===== src/sbc_pkg.sv =====
// Shared constants and types for the swept box collision core.
package sbc_pkg;

  localparam int unsigned CoordWidthDef   = 16;
  localparam int unsigned TimeFracBitsDef = 16;

  // Flags that ride along with an item through the entry time divider.
  typedef struct packed {
    logic       hit;
    logic [1:0] normal_x;
    logic [1:0] normal_y;
  } sbc_side_t;

endpackage


===== src/sbc_div.sv =====
// Pipelined restoring divider: one quotient bit per stage, fraction of num / den.
module sbc_div import sbc_pkg::*; #(
  parameter int unsigned COORD_WIDTH    = CoordWidthDef,
  parameter int unsigned TIME_FRAC_BITS = TimeFracBitsDef
) (
  input  logic                      clk_i,
  input  logic                      rst_ni,
  input  logic                      en_i,
  input  logic                      valid_i,
  input  logic [COORD_WIDTH-1:0]    num_i,
  input  logic [COORD_WIDTH-1:0]    den_i,
  input  sbc_side_t                 side_i,
  output logic                      valid_o,
  output logic [TIME_FRAC_BITS-1:0] quot_o,
  output sbc_side_t                 side_o
);

  localparam int unsigned N = TIME_FRAC_BITS;

  logic                   valid_q [N];
  logic [COORD_WIDTH-1:0] rem_q   [N];
  logic [COORD_WIDTH-1:0] den_q   [N];
  logic [N-1:0]           quot_q  [N];
  sbc_side_t              side_q  [N];

  logic [COORD_WIDTH-1:0] rem_d   [N];
  logic [N-1:0]           quot_d  [N];

  always_comb begin
    logic [COORD_WIDTH:0]   sh;
    logic [COORD_WIDTH-1:0] rin;
    logic [COORD_WIDTH-1:0] dn;
    logic [N-1:0]           qin;
    for (int i = 0; i < N; i++) begin
      rin = (i == 0) ? num_i : rem_q[(i == 0) ? 0 : i-1];
      dn  = (i == 0) ? den_i : den_q[(i == 0) ? 0 : i-1];
      qin = (i == 0) ? '0    : quot_q[(i == 0) ? 0 : i-1];
      sh  = {rin, 1'b0};
      if (sh >= {1'b0, dn}) begin
        rem_d[i]  = COORD_WIDTH'(sh - {1'b0, dn});
        quot_d[i] = {qin[N-2:0], 1'b1};
      end else begin
        rem_d[i]  = sh[COORD_WIDTH-1:0];
        quot_d[i] = {qin[N-2:0], 1'b0};
      end
    end
  end

  always_ff @(posedge clk_i or negedge rst_ni) begin
    if (!rst_ni) begin
      for (int i = 0; i < N; i++) valid_q[i] <= 1'b0;
    end else if (en_i) begin
      for (int i = 0; i < N; i++) valid_q[i] <= (i == 0) ? valid_i : valid_q[(i == 0) ? 0 : i-1];
    end
  end

  always_ff @(posedge clk_i) begin
    if (en_i) begin
      for (int i = 0; i < N; i++) begin
        rem_q[i]  <= rem_d[i];
        quot_q[i] <= quot_d[i];
        den_q[i]  <= (i == 0) ? den_i  : den_q[(i == 0) ? 0 : i-1];
        side_q[i] <= (i == 0) ? side_i : side_q[(i == 0) ? 0 : i-1];
      end
    end
  end

  assign valid_o = valid_q[N-1];
  assign quot_o  = quot_q[N-1];
  assign side_o  = side_q[N-1];

endmodule


===== config.mk =====
export PLATFORM = sky130hd
export DESIGN_NAME = sbc_div
export DESIGN_NICKNAME = d
export VERILOG_FILES = /design/src/sbc_pkg.sv /design/src/sbc_div.sv
export SDC_FILE = /design/constraint.sdc
export NUM_CORES = 1
export LEC_CHECK = 0
export ABC_CLOCK_PERIOD_IN_PS = 5200
export BUFFER_PORTS_ARGS = -buffer_cell sky130_fd_sc_hd__buf_2
export CAP_MARGIN = 30
export CELL_PAD_IN_SITES_DETAIL_PLACEMENT = 1
export CELL_PAD_IN_SITES_GLOBAL_PLACEMENT = 1
export CORE_MARGIN = 2
export CORE_UTILIZATION = 38
export DETAILED_ROUTE_END_ITERATION = 16
export HOLD_SLACK_MARGIN = 0.08
export PLACE_DENSITY_LB_ADDON = 0.1
export SETUP_SLACK_MARGIN = 0.15
export SYNTH_ARGS = -nofsm -noshare
export SYNTH_HDL_FRONTEND = slang
export SYNTH_SLANG_ARGS = --single-unit
export TNS_END_PERCENT = 30

===== constraint.sdc =====
create_clock -name clk_i -period 5.2 [get_ports clk_i]
set_clock_uncertainty 0.15 [all_clocks]
set_input_delay 1.04 -clock clk_i [delete_from_list [all_inputs] [get_ports clk_i]]
set_output_delay 1.04 -clock clk_i [all_outputs]
set_load 0.05 [all_outputs]

* Word-level counts from Yosys, hierarchy flattened
Memories as Yosys holds them, arrays and structs flattened. Index checks and enable logic that the tools add are counted.
Cells by class: muxes and demuxes 34, $add $sub $neg 16, magnitude comparators 16
Operators with widths (number):
- greater-or-equal comparator 17 x 16 -> 1 bit | 16
- 2-to-1 mux 16 bit | 16
- subtractor 16 bit | 16
- 2-to-1 mux 1 bit | 18
Word-level totals: output and inout bits 22, flip-flop bits (word level) 16, memories kept 4, word-level logic and storage cells 86, bits in writable memories 848
Memories:
- den_q | depth 16, width 16, read ports 15, clocked after memory_dff 0, write ports 16, line sbc_div.sv:22 | logic [COORD_WIDTH-1:0] den_q [N];
- quot_q | depth 16, width 16, read ports 16, clocked after memory_dff 0, write ports 16, line sbc_div.sv:23 | logic [N-1:0] quot_q [N];
- rem_q | depth 16, width 16, read ports 15, clocked after memory_dff 0, write ports 16, line sbc_div.sv:21 | logic [COORD_WIDTH-1:0] rem_q [N];
- side_q | depth 16, width 5, read ports 16, clocked after memory_dff 0, write ports 16, line sbc_div.sv:24 | sbc_side_t side_q [N];

* Depth between registers and ports, before layout
An unclocked memory read counts as a cell.
word-level depth 3, depth in mapped cells 13

* Worst setup path before layout
OpenSTA, ideal clock, no wires.
path type input port to flip-flop, start input port den_i[6], end memory rem_q[0][11] in the netlist's numbering (data pin), setup time 256 ps, cell stages on the path 11, data arrival time 3015 ps, path slack 1779 ps, cell sequence inv_1 ha_1 a211o_1 a21oi_1 o21ai_0 o21ai_0 o2bb2ai_1 a21oi_1 buf_2 buf_2 a31o_2
RTL lines:
- from (decl) | line sbc_div.sv:11 | input logic [COORD_WIDTH-1:0] den_i,
- to (decl) | line sbc_div.sv:21

==> impl_metrics.csv <==
group,metric,value,unit
setup_path,endpoint_kind,"register",
placed_design,placed_cells,4232,
layout,area_delta_synth_final,12.9,%
power_and_ir_drop,leakagePower,0.0165,uW
drt,drt_iter0_drc,1250,
synthesis,synth_area_per_cell,12.6,um2
placed_design,routabilityCongestion,0.831,
synthesis,synth_top_family_by_area,"compound AO/OA/AOI/OAI gates",
floorplan,rows,114,
floorplan,start_util,38.2,%
layout,fin_util,43.1,%
synthesis,synth_adder_area_share,9.49,%
layout,fillers,10000,
layout,n_antenna_cell,0,
global_routing,gr-usage-all-layers,16.8,%
timing,relSlewSlack,38.1,%
synthesis,yosysMostFrequentCell,"edfxtp_1",
floorplan,die_area,99300,um2
global_routing,grt_max_degree,92,
floorplan,ios,63,
clocking,cts_buffers,86,
drt,via_per_inst,5.20,
clocking,postCtsSetupBuffers,0,
layout,layout-drive-gt1-share,12.7,%
layout,final_nets,3357,
run_status,status,"finished, final reports clean",
min_path,hold_class,"in2async",
layout,multiInputGateArea,13900,um2
synthesis,synth.top_cell.area_share,56.8,%
timing,maxSlewViolCount,0,
power_and_ir_drop,power_density,610,nW/um2
timing,rsz0062_at_grt,"false",
synthesis,ys_top_cells_by_area,"edfxtp_1 (57%), ha_1 (8.7%), mux2_2 (4.4%)",
synthesis,synthSimpleGateAreaFrac,7.77,%
timing,tns,0,ns
timing,fmax,266,MHz
flow_run,maxCapViolCount,0,
synthesis,synth_top_area_cell,"edfxtp_1",
placed_design,post-dp-hpwl,60200,um
synthesis,ys_types,86,
synthesis,syn_area,36800,um2
synthesis,synth_xor_area_share,3.69,%
timing,final-hold-violation-count,0,
setup_path,rrSetupSlack,1.44,ns
clocking,clk_path_buf_depth,3,
floorplan,die_height,315,um
drt,route.detailed.drc,0,
clocking,clockRootBuffer,"clkbuf_16",
drt,wl_per_cell,18.8,um
setup_path,rr_endpoint,"rem_q[0][59]",
synthesis,synth_seq_cells,712,
synthesis,yosys-top-cells-count,"edfxtp_1 (696), inv_1 (333), ha_1 (255)",
layout,layoutNonFillerInstCount,4394,
setup_path,cp-start-kind,"register",
synthesis,synth-edff-count,696,
timing,setup_viol,0,
clocking,clock_sinks,712,
synthesis,synth_compound_area_share,11.8,%
synthesis,ys_warn_count,0,
timing,worstMarginPinSlew,0.929,ns
floorplan,core-area,96300,um2
timing,min_period_over_period,72.4,%
drt,vias,22900,
clocking,ctsResizeCount,0,
global_routing,overflow,0,
setup_path,reg2reg_depth,8,
setup_path,r2r_start,"rem_q[0][32]",
synthesis,synthCells,2927,
global_routing,antenna_found_initial,1,
setup_path,worstPathArrival,3.99,ns
layout,regArea,21300,um2
drt,routed_wl,82600,um
clocking,holdBufCountCts,0,
global_routing,grt_first_pass_wirelength,133000,um
timing,period_needed,3.76,ns
setup_path,required,5.43,ns
drt,final_antenna_net_count,0,
synthesis,async_flop_share,2.25,%
clocking,cts_tree,"built",
clocking,htreeDepth,3,
synthesis,synth_ff_type,"edfxtp_1",
synthesis,synthMuxAreaShare,5.15,%
floorplan,die_w,315,um
power_and_ir_drop,peakVddDrop,0.242,mV
placed_design,port_buffers,62,
global_routing,grt_pass1_vias,24200,
clocking,clk_pin_slew,0.06,ns
setup_path,critPathMaxFanout,29,
setup_path,crit_type,"reg2reg",
clocking,clk_latency,0.64,ns
synthesis,synth_nets,3238,
drt,first_pass_iters,5,
synthesis,ys_seq_area_share,57.9,%
critical path, stage by stage, from the launching register on:
cell      delay (ns)
edfxtp_1        0.41
ha_1            0.33
nor2b_1         0.16
o31a_1          0.29
o21ai_0         0.35
o21ai_1         0.25
a41oi_1         0.39
a21o_1          0.77
mux2_2          0.41
kinds of logic after synthesis:
family | Yosys count
adders and majority gates | 270
muxes | 167
DFF | 712
and+or+nand+nor | 576
AOI/OAI and AO/OA | 661
buffers and inverters | 386
xor gates and xnor gates | 155
state kept, by name, summed over array words and instances (netlist names):
name / cells
side_q: 80
valid_o: 1
quot_q: 136
rem_q: 240
valid_q: 15
den_q: 240
worst max path at each step:
stage	from	endpoint	slack [ns]	depth (start not counted)
after floorplan	den_i[6]	rem_q[0][11]	1.78	11
after global placement	den_i[4]	rem_q[0][7]	1.28	11
after detailed placement	den_i[2]	rem_q[0][3]	1.19	11
after CTS	den_q[5][1]	rem_q[0][102]	1.43	10
after global routing	rem_q[0][32]	rem_q[0][59]	1.17	8
final	rem_q[0][32]	rem_q[0][59]	1.44	8
where the power goes:
part	total, uW	leakage [uW]	switching, uW	internal (uW)
logic	10200	0.00816	5620	4620
registers	9090	0.00700	808	8290
clock network	5980	0.00139	2420	3570
area by class of cell:
class                      instances  area share, %
clock buffer                     104           5.57
tap                             1276           3.85
multi-input combinational       1829           33.6
inverter                         333           3.01
timing repair buffer              84           1.45
sequential                       712           51.3
clock inverter                    56           1.22
routing by layer:
metal | share of wire (%) | global-route usage (%)
met1 | 46 | 22.0
met2 | 48 | 28.4
met3 | 3.0 | 2.78
met4 | 2.7 | 5.11
met5 | 0 | 0
cells in the final DEF (no fill, tap or decap), types with 21 or more instances in the layout:
master and count:
xnor2_1 101, and3_1 21, a31oi_1 25, nor2_1 155, mux2_2 143, buf_2 61, nand4_1 25, o21ai_0 147
nand3_1 27, o21a_1 43, clkinv_2 22, inv_1 333, nand2b_1 34, a211oi_1 27, a21o_1 72, nand2_1 145
ha_1 255, nor3_1 46, edfxtp_1 696, clkbuf_16 89, nor2b_1 39, a21oi_1 167, xor2_1 54
stage by stage:
step | cell area, um2 | worst slack, ns | hold slack [ns] | total power, uW
final | 41500 | 1.44 | 0.154 | 25300
after global routing | 41500 | 1.17 | 0.153 | 27100
after floorplan | 36800 | 1.78 | 0.250 | 16700
after CTS | 41500 | 1.43 | 0.110 | 25600
after detailed placement | 38700 | 1.19 | 0.256 | 19400
after global placement | 38600 | 1.28 | 0.250 | 19000
(Power assumes the default switching activity.)
